==> src/sv/bgn_pkg.sv <==
// shared types, widths and constants of the block gain normalizer
package bgn_pkg;

   // fixed widths of the datapath
   localparam int MAX_BLOCK      = 4096;
   localparam int SAMPLE_BITS    = 24;
   localparam int GAIN_FRAC_BITS = 12;
   localparam int GAIN_BITS      = 16;
   localparam int OUT_BITS       = 28;
   localparam int POS_BITS       = $clog2(MAX_BLOCK);
   localparam int LEN_BITS       = 13;
   localparam int LEVEL_BITS     = 23;
   localparam int SUM_BITS       = 36;
   localparam int DIV_BITS       = 36;
   localparam int DIV_COUNT_BITS = $clog2(DIV_BITS + 1);
   localparam int PROD_BITS      = SAMPLE_BITS + GAIN_BITS + 1;

   // configuration port
   localparam int CSR_INDEX_BITS = 3;
   localparam int CSR_DATA_BITS  = 23;

   // register reset values
   localparam logic [LEN_BITS-1:0]   BLOCK_LENGTH_RESET = LEN_BITS'(1920);
   localparam logic [LEVEL_BITS-1:0] TARGET_LEVEL_RESET = LEVEL_BITS'(838861);
   localparam logic [LEVEL_BITS-1:0] LEVEL_FLOOR_RESET  = LEVEL_BITS'(8);
   localparam logic [GAIN_BITS-1:0]  GAIN_MIN_RESET     = GAIN_BITS'(410);
   localparam logic [GAIN_BITS-1:0]  GAIN_MAX_RESET     = GAIN_BITS'(40960);
   localparam logic [GAIN_BITS-1:0]  UNITY_GAIN         = GAIN_BITS'(1 << GAIN_FRAC_BITS);

   // register indexes
   typedef enum logic [CSR_INDEX_BITS-1:0] {
      CSR_BLOCK_LENGTH = 3'd0,
      CSR_TARGET_LEVEL = 3'd1,
      CSR_LEVEL_FLOOR  = 3'd2,
      CSR_GAIN_MIN     = 3'd3,
      CSR_GAIN_MAX     = 3'd4
   } csr_index_type;

   // sequencer states
   typedef enum logic [2:0] {
      ST_IDLE,
      ST_READ,
      ST_SCALE,
      ST_DIV_LEVEL,
      ST_DIV_GAIN
   } state_type;

   // divider request and response
   typedef struct packed {
      logic                start;
      logic [DIV_BITS-1:0] dividend;
      logic [DIV_BITS-1:0] divisor;
   } div_req_type;

   typedef struct packed {
      logic                done;
      logic [DIV_BITS-1:0] quotient;
   } div_rsp_type;

endpackage

==> src/sv/bgn_divider.sv <==
// restoring divider, one quotient bit per cycle
module bgn_divider import bgn_pkg::*; (
   input  logic        clock,
   input  logic        reset,
   input  div_req_type div_req,
   output div_rsp_type div_rsp
);

   logic                      busy_ff, busy_in;
   logic [DIV_COUNT_BITS-1:0] count_ff, count_in;
   logic [DIV_BITS-1:0]       rem_ff, rem_in;
   logic [DIV_BITS-1:0]       quo_ff, quo_in;
   logic [DIV_BITS-1:0]       dsr_ff, dsr_in;
   logic [DIV_BITS:0]         shifted;
   logic [DIV_BITS+1:0]       trial;

   // one trial subtraction
   assign shifted = {rem_ff, quo_ff[DIV_BITS-1]};
   assign trial   = {1'b0, shifted} - {2'b00, dsr_ff};

   always_comb begin
      busy_in  = busy_ff;
      count_in = count_ff;
      rem_in   = rem_ff;
      quo_in   = quo_ff;
      dsr_in   = dsr_ff;
      if (div_req.start) begin
         busy_in  = 1'b1;
         count_in = DIV_COUNT_BITS'(DIV_BITS);
         rem_in   = '0;
         quo_in   = div_req.dividend;
         dsr_in   = div_req.divisor;
      end else if (busy_ff) begin
         if (count_ff != '0) begin
            count_in = count_ff - 1'b1;
            if (!trial[DIV_BITS+1]) begin
               rem_in = trial[DIV_BITS-1:0];
               quo_in = {quo_ff[DIV_BITS-2:0], 1'b1};
            end else begin
               rem_in = shifted[DIV_BITS-1:0];
               quo_in = {quo_ff[DIV_BITS-2:0], 1'b0};
            end
         end else begin
            busy_in = 1'b0;
         end
      end
   end

   always_ff @(posedge clock) begin
      if (reset) begin
         busy_ff  <= 1'b0;
         count_ff <= '0;
      end else begin
         busy_ff  <= busy_in;
         count_ff <= count_in;
      end
      rem_ff <= rem_in;
      quo_ff <= quo_in;
      dsr_ff <= dsr_in;
   end

   // quotient holds after the last step
   assign div_rsp.done     = busy_ff && (count_ff == '0);
   assign div_rsp.quotient = quo_ff;

endmodule

==> config.mk <==
export PLATFORM = sky130hd
export DESIGN_NAME = bgn_divider
export DESIGN_NICKNAME = d
export VERILOG_FILES = /design/src/sv/bgn_pkg.sv /design/src/sv/bgn_divider.sv
export SDC_FILE = /design/constraint.sdc
export NUM_CORES = 1
export LEC_CHECK = 0
export BUFFER_PORTS_ARGS = -buffer_cell sky130_fd_sc_hd__buf_2
export CAP_MARGIN = 20
export CORE_MARGIN = 2
export CORE_UTILIZATION = 30
export CTS_CLUSTER_SIZE = 40
export DETAILED_ROUTE_END_ITERATION = 7
export PLACE_DENSITY = 0.56
export SYNTH_ARGS = -nofsm -noshare
export SYNTH_HDL_FRONTEND = slang
export SYNTH_SLANG_ARGS = --single-unit
==> constraint.sdc <==
create_clock -name clock -period 3.9 [get_ports clock]
set_clock_uncertainty 0.15 [all_clocks]
set_input_delay 0.39 -clock clock [delete_from_list [all_inputs] [get_ports clock]]
set_output_delay 0.39 -clock clock [all_outputs]
set_load 0.1 [all_outputs]
# --- Word-level counts from Yosys, hierarchy flattened ---
# Index checks and enable logic that the tools add are counted.
word_totals:
  register_bits: 115
  inputBits: 75
  out_inout_bits: 37
  word_cells: 27
classes:
  mux: 11
  addsub: 2
  n_reduce_logical: 8
op_table:
  columns: ["op", "n"]
  rows:
  - ["$mux W36", 4]
  - ["$sub A37 B36 Y38", 1]
  - ["$mux W6", 3]
  - ["$logic_not A6 Y1", 1]
  - ["$reduce_bool A6 Y1", 1]
  - ["$sub A6 B1 Y6 const B", 1]
  - ["$mux W1", 4]
  - ["$reduce_and A2 Y1", 2]
  - ["$reduce_bool A2 Y1", 2]
  - ["$reduce_or A2 Y1", 1]
  - ["$logic_and A1 B1 Y1", 1]

# --- Depth between registers and ports, before layout ---
# Gate-level depths: netlist of run 1.
depth:
  word_depth: 5
  ltp_mapped: 14
  depth_no_buf: 12

# --- Least setup slack after synthesis of run 1 ---
# OpenSTA, ideal clock, no wires.
synth_path:
  path_kind: "reg2reg"
  startpoint: "register quo_ff[35]"
  endpoint: "register rem_ff[34]"
  stages_incl_launch_ff: 13
  required_time_ps: 3692
  synth_period_minus_slack_ps: 3392
  setup_ps: 58
  arrival_ps: 3184
  n_path_buf: 0
  slack_ps: 508
  cell_sequence: "edfxtp_1 -> inv_1 -> ha_1 -> fa_1 -> nor2b_1 -> o2111ai_1 -> a21oi_1 -> o211ai_1 -> a21oi_1 -> a2111oi_1 -> o21ba_2 -> nor3_1 -> o21a_1"
synth_via:
  elab_chain_cells: 2
synth_rtl:
  columns: ["element", "line_no", "rtl"]
  rows:
  - ["from (decl)", "bgn_divider.sv:12", "logic [DIV_BITS-1:0] quo_ff, quo_in;"]
  - ["from (signal assigned)", "bgn_divider.sv:58", "quo_ff <= quo_in;"]
  - ["$sub A37 B36 Y38", "bgn_divider.sv:19", "assign trial = {1'b0, shifted} - {2'b00, dsr_ff};"]
  - ["$mux W36", "bgn_divider.sv:36", "if (!trial[DIV_BITS+1]) begin"]
  - ["to (signal assigned)", "bgn_divider.sv:57", "rem_ff <= rem_in;"]
  - ["to (decl)", "bgn_divider.sv:11", "logic [DIV_BITS-1:0] rem_ff, rem_in;"]
# Every way passes these cells.
# A chain may end at the register's enable or synchronous reset.

# --- Worst setup path after layout of run 1 ---
# Ends and elaborated chain as after synthesis.

==> results of run 1 <==
==> layout make-up <==
| class | count | share of cell area |
|---|---|---|
| clock buffer | 18 | 0.0507 |
| inverter | 51 | 0.0226 |
| tap | 280 | 0.0414 |
| timing repair buffer | 155 | 0.117 |
| sequential | 115 | 0.357 |
| multi-input combinational | 489 | 0.394 |
| clock inverter | 14 | 0.0180 |
==> critical path, stage by stage, from the launching register on <==
cell and delay, ps:
edfxtp_1 390, inv_1 60, ha_1 230, nand3b_1 240, a2111oi_4 400, nor2_1 160
o221ai_2 270, o21ai_2 130, a21bo_2 260, nand2_1 340, buf_12 230, o21ai_0 100
o21a_1 160
==> logic make-up after synthesis <==
kind of cell    Yosys count
xor+xnor                 28
flops                   115
mux                      37
buf+inv                  84
fa+ha+maj                38
compound gates          201
simple gates            185
==> registers in the layout, summed over array words and instances, names as in the netlist <==
signal / cells
busy_ff: 1
quo_ff: 36
dsr_ff: 36
rem_ff: 36
count_ff: 6
==> through the flow <==
stage / utilization / hold slack (ps) / setup WS [ps] / std cells
after floorplan: - / 300 / 508 / 688
after global placement: 0.344 / 326 / 756 / 1055
after detailed placement: 0.344 / 330 / 686 / 1055
after CTS: 0.387 / 15.2 / 640 / 1122
after global routing: 0.387 / 16.5 / 420 / 1122
final: 0.387 / 34.3 / 659 / 1122
==> power breakdown <==
part           switching (W)  total (W)  internal [W]
logic               0.000789    0.00116      0.000371
clock network       0.000609    0.00156      0.000947
registers          0.0000634    0.00149       0.00143
total                0.00146    0.00421       0.00274
==> cells in the final DEF, fill, tap and decap left out, types with 3 or more instances in the layout <==
| cell type | count |
|---|---|
| o31ai_1 | 5 |
| inv_6 | 5 |
| o21ai_0 | 48 |
| xor2_1 | 10 |
| buf_4 | 9 |
| nand2b_1 | 6 |
| edfxtp_1 | 72 |
| o2111ai_1 | 3 |
| inv_1 | 51 |
| clkinvlp_4 | 3 |
| or3_1 | 3 |
| nand3_1 | 14 |
| a21oi_2 | 3 |
| o211ai_1 | 6 |
| and3_1 | 9 |
| xnor2_1 | 18 |
| dfxtp_1 | 43 |
| and2_1 | 5 |
| a31oi_1 | 30 |
| a21oi_1 | 51 |
| nand4_1 | 8 |
| a21o_1 | 18 |
| nor2_1 | 26 |
| mux2_2 | 36 |
| o21bai_1 | 6 |
| o21a_1 | 5 |
| nor2b_1 | 5 |
| ha_1 | 37 |
| dlygate4sd3_1 | 35 |
| nand2_1 | 82 |
| buf_2 | 110 |
| clkbuf_16 | 17 |
| nor3_1 | 12 |
==> layer usage <==
layer  vias to the layer above  routed length, um  global-route usage
li1                       2791                  -                   -
met1                      2530               7900               0.189
met2                       161               7310               0.225
met3                        19               1080              0.0493
met4                         0                212              0.0441
met5                         -                  0                   0
==> worst max-delay path by stage <==
stage	startpoint	to	slack (ps)	cells past startpoint
6_report	quo_ff[35]$_DFFE_PP_	rem_ff[34]$_SDFFE_PP0P_	660	12
5_1_grt	quo_ff[35]$_DFFE_PP_	rem_ff[23]$_SDFFE_PP0P_	420	12
4_1_cts	quo_ff[35]$_DFFE_PP_	rem_ff[23]$_SDFFE_PP0P_	640	12
3_5_place_dp	quo_ff[35]$_DFFE_PP_	rem_ff[34]$_SDFFE_PP0P_	690	12
3_3_place_gp	quo_ff[35]$_DFFE_PP_	rem_ff[34]$_SDFFE_PP0P_	760	12
2_1_floorplan	quo_ff[35]$_DFFE_PP_	rem_ff[34]$_SDFFE_PP0P_	510	12
==> flow_summary.toml, run 1 <==
[place]
place_congestion = 0.858
dp_hpwl_mm = 11.6
io_buffers = 111
dpl-instance-area_mm2 = 0.00754

[min_path]
worstHoldPathType = "input port to flop"
hold_depth = 1
hp-start = "div_req[23]"
min_to = "dsr_ff[23]$_DFFE_PP_"

[logic_synthesis]
synth.most_common_cell = "nand2_1"
synthTopCellsByCount = "nand2_1, edfxtp_1, a21oi_1, inv_1, o21ai_0"
yosysTopAreaCellShare = 0.323
synthAdderAreaFrac = 0.0721
synth_fp_nets = 801
ys_ff_latch = 115
yosys.area_share.simple = 0.131
yosysWarnings = 0
synth_top_area_cell = "edfxtp_1"
yosys.area_share.xor_xnor = 0.0366
synth_edf_count = 72
synth-compound-area-share = 0.195
yosysSeqAreaShare = 0.451
synth_cells = 688
syn-cell-area_mm2 = 0.00670
avgSynthCellArea_um2 = 9.73
ys_types = 66
post_synth_mux_area_share = 0.0620
synthArstFlopShare = 0
synth_flop_cell = "edfxtp_1"
synth_top_family_by_area = "compound AO/OA/AOI/OAI gates"
synthTopCellsByArea = "edfxtp_1, dfxtp_1, ha_1"

[timing]
hold_viol_final = 0
rsz0062_at_grt = "no"
drv_slew = 0
finalCritPeriodShare = 0.831
max-slew-margin-rel = 0.562
worst_pin_slew_ps = 651
clock.fmax_ghz = 0.309
fin_setup_tns_ps = 0
finalSetupViolCount = 0
min_period_ps = 3240

[floorplan]
fp.dieH_um = 153
initial_core_util = 0.306
dieArea_mm2 = 0.0235
core_area_mm2 = 0.0219
num_rows = 54
ios = 112
die_x_um = 153

[global_route]
grt_overflow_total = 0
grt_use_total = 0.144
grt_max_degree = 39
grt_pass1_wl_mm = 27.5
grt_pass1_vias = 5516
antenna_found_initial = 1

[setup_path]
start_kind = "flop"
worstReg2RegEnd = "rem_ff[34]$_SDFFE_PP0P_"
cp-end-kind = "flop"
arrival_ps = 3400
required_ps = 4060
reg2reg_depth = 12
setup.worst_path.class = "flop to flop"
critPathMaxFanout = 22
r2r_slack_ps = 660
rr_startpoint = "quo_ff[35]$_DFFE_PP_"

[clock_network]
htreeDepth = 4
cts_made_buffers = 17
ctsResizeCount = 0
clock_path_buffers = 2
clk_latency_ps = 420
cts.sinks = 115
root_buffer = "clkbuf_16"
path_clk_slew_ps = 60
cts_tree = "yes"
hold_buffers = 35
cts_setup_buffers = 0

[route]
postRouteAntennaNets = 0
drtIter0Drc = 332
num_vias = 5501
vias_per_cell = 4.90
routed_wl_mm = 16.5
wire_per_inst_um = 14.7
firstDrtPassIters = 5
drcViolationCount = 0

[power_and_ir_drop]
ir_drop_mv = 0.325
total_power_w = 0.00421
leakage_nw = 3.59
power.density_mw_per_mm2 = 496

[cells_and_area]
nets = 942
area_delta_synth_final_pct = 26.5
fin_area_mm2 = 0.00847
diodes = 0
drive_above_1_share = 0.240
multiInputGateArea_mm2 = 0.00334
fillers = 2238
seqCellArea_mm2 = 0.00302

[job]
cap_violations = 0

[outcome]
status = "finished clean"
(Power assumes the default switching activity.)
==> inputs of run 2 (changes only) <==
Settings changed: ABC_AREA set to 1, PLACE_DENSITY 0.56 to 0.55.
Clock period 3.9 ns to 3.4 ns, I/O delays scaled along.
==> flow_summary.toml, run 2 <==
[logic_synthesis]
synth_edf_count = 72
synth.most_common_cell = "nand2_1"
ys_types = 41
yosysTopAreaCellShare = 0.285
yosysSeqAreaShare = 0.398
synth_cells = 1095
synthTopCellsByArea = "edfxtp_1, nand2_1, dfxtp_1"
ys_ff_latch = 115
synth_top_area_cell = "edfxtp_1"
yosysWarnings = 0
synth_fp_nets = 1208
avgSynthCellArea_um2 = 6.93
synthTopCellsByCount = "nand2_1, inv_1, nand3_1, edfxtp_1, nor2_1"
syn-cell-area_mm2 = 0.00759
synthArstFlopShare = 0
synth_flop_cell = "edfxtp_1"

[cells_and_area]
layout_common_cells = "nand2_1, inv_1, buf_2, nand3_1, edfxtp_1"
area_delta_synth_final_pct = 25.0
fillers = 2709
fin_cells = 1591
seqCellArea_mm2 = 0.00302
multiInputGateArea_mm2 = 0.00367
diodes = 0
nets = 1361
drive_above_1_share = 0.136
final_common_cell = "nand2_1"
reg_top3 = "dsr_ff (36), quo_ff (36), rem_ff (36)"

[timing]
holdWs_ps = 27.1
fin_setup_tns_ps = 0
clock.fmax_ghz = 0.373
worst_pin_slew_ps = 648
finalCritPeriodShare = 0.789
finalSetupViolCount = 0
drv_slew = 0
rsz0062_at_grt = "no"
hold_viol_final = 0
min_period_ps = 2680
max-slew-margin-rel = 0.568

[global_route]
grt_pass1_vias = 7069
grt_max_degree = 54
grt_use_total = 0.173
grt_pass1_wl_mm = 35.9
antenna_found_initial = 1
grt_overflow_total = 0

[setup_path]
arrival_ps = 2850
start_kind = "flop"
setup.worst_path.class = "flop to flop"
required_ps = 3560
reg2reg_depth = 15
critPathMaxFanout = 23
rr_startpoint = "dsr_ff[20]$_DFFE_PP_"
cp-end-kind = "flop"
r2r_slack_ps = 720
worstReg2RegEnd = "rem_ff[29]$_SDFFE_PP0P_"

[clock_network]
ctsResizeCount = 0
htreeDepth = 4
cts.sinks = 115
clock_path_buffers = 2
cts_tree = "yes"
cts_made_buffers = 17
path_clk_slew_ps = 70
clk_latency_ps = 420
root_buffer = "clkbuf_16"

[place]
place_inst = 1522
dp_hpwl_mm = 16.5
io_buffers = 111
place_congestion = 0.922

[route]
drtIter0Drc = 465
wire_per_inst_um = 13.8
firstDrtPassIters = 5
vias_per_cell = 4.49
drcViolationCount = 0
routed_wl_mm = 22.0
postRouteAntennaNets = 0
num_vias = 7149

[job]
cap_violations = 0

[floorplan]
num_rows = 58
die_x_um = 163
fp.dieH_um = 163
dieArea_mm2 = 0.0266
core_area_mm2 = 0.0250
initial_core_util = 0.303
ios = 112

[power_and_ir_drop]
power.density_mw_per_mm2 = 455
leakage_nw = 5.01
ir_drop_mv = 0.318

[min_path]
hold_depth = 3
hp-start = "div_req[57]"
worstHoldPathType = "input port to flop"
min_to = "quo_ff[21]$_DFFE_PP_"

[outcome]
status = "finished clean"
## run 2: kinds of logic (layout without fill, tap and decap cells)
group / Yosys count / after routing / synth area share
buf+inv: 225 / 391 / 0.118
simple gates: 626 / 626 / 0.348
flops: 115 / 115 / 0.398
xor+xnor: 15 / 15 / 0.0173
fa+ha+maj: 38 / 38 / 0.0637
compound gates: 76 / 76 / 0.0552
## run 2: layout make-up
cell class,instances,share of cell area
well taps,330,0.0435
multi-input cells,755,0.387
clock buffers,17,0.0449
clock inverters,15,0.0195
repair buffers,157,0.106
flip-flops and latches,115,0.319
inverters,202,0.0800
## run 2: metrics by stage
| step | area (um^2) | power (W) | util | setup slack [ps] |
|---|---|---|---|---|
| 2_1_floorplan | 7590 | 0.00224 | - | 486 |
| 6_report | 9480 | 0.00432 | 0.379 | 717 |
| 5_1_grt | 9480 | 0.00449 | 0.379 | 456 |
| 4_1_cts | 9480 | 0.00437 | 0.379 | 696 |
| 3_5_place_dp | 8500 | 0.00243 | 0.340 | 722 |
| 3_3_place_gp | 8500 | 0.00243 | 0.340 | 725 |
## run 2: worst max path at each step
stage	startpoint	to	slack [ps]	cells after the start
5_1_grt	dsr_ff[20]$_DFFE_PP_	rem_ff[29]$_SDFFE_PP0P_	460	15
2_1_floorplan	count_ff[0]$_SDFFE_PP0P_	quo_ff[0]$_DFFE_PP_	490	10
3_5_place_dp	dsr_ff[20]$_DFFE_PP_	rem_ff[32]$_SDFFE_PP0P_	720	15
4_1_cts	dsr_ff[20]$_DFFE_PP_	rem_ff[32]$_SDFFE_PP0P_	700	15
3_3_place_gp	dsr_ff[21]$_DFFE_PP_	rem_ff[21]$_SDFFE_PP0P_	730	12
6_report	dsr_ff[20]$_DFFE_PP_	rem_ff[29]$_SDFFE_PP0P_	720	15
## run 2: repair_timing
item	4_1_cts	5_1_grt
hold buffers	37	0
hold endpoints to repair	37	0
setup buffers	0	0
endpoints found under the setup margin	0	0
## run 2: layer usage
| metal | wire length [um] | up-vias | track usage |
|---|---|---|---|
| met1 | 10600 | 3210 | 0.231 |
| met5 | 0 | - | 0 |
| met2 | 9730 | 167 | 0.274 |
| li1 | - | 3732 | - |
| met3 | 1080 | 40 | 0.0343 |
| met4 | 606 | 0 | 0.0696 |
## run 2: critical path: stages (launching register included)
cell and delay (ps):
edfxtp_1 330, inv_1 50, ha_1 350, nand2_2 140, inv_1 70, nand2_1 60, nand3_1 110, a21oi_1 250
nand3_2 150, nand2_4 220, buf_4 350, nand3b_1 110, nand2_1 70, inv_1 40, nand2_1 50, nand2_1 50
## run 2: power breakdown
part | switching (W) | internal (W) | leakage, nW | total [W]
sequential | 0.0000391 | 0.00159 | 1.06 | 0.00163
clock | 0.000771 | 0.00112 | 0.299 | 0.00189
combinational | 0.000611 | 0.000191 | 3.64 | 0.000802
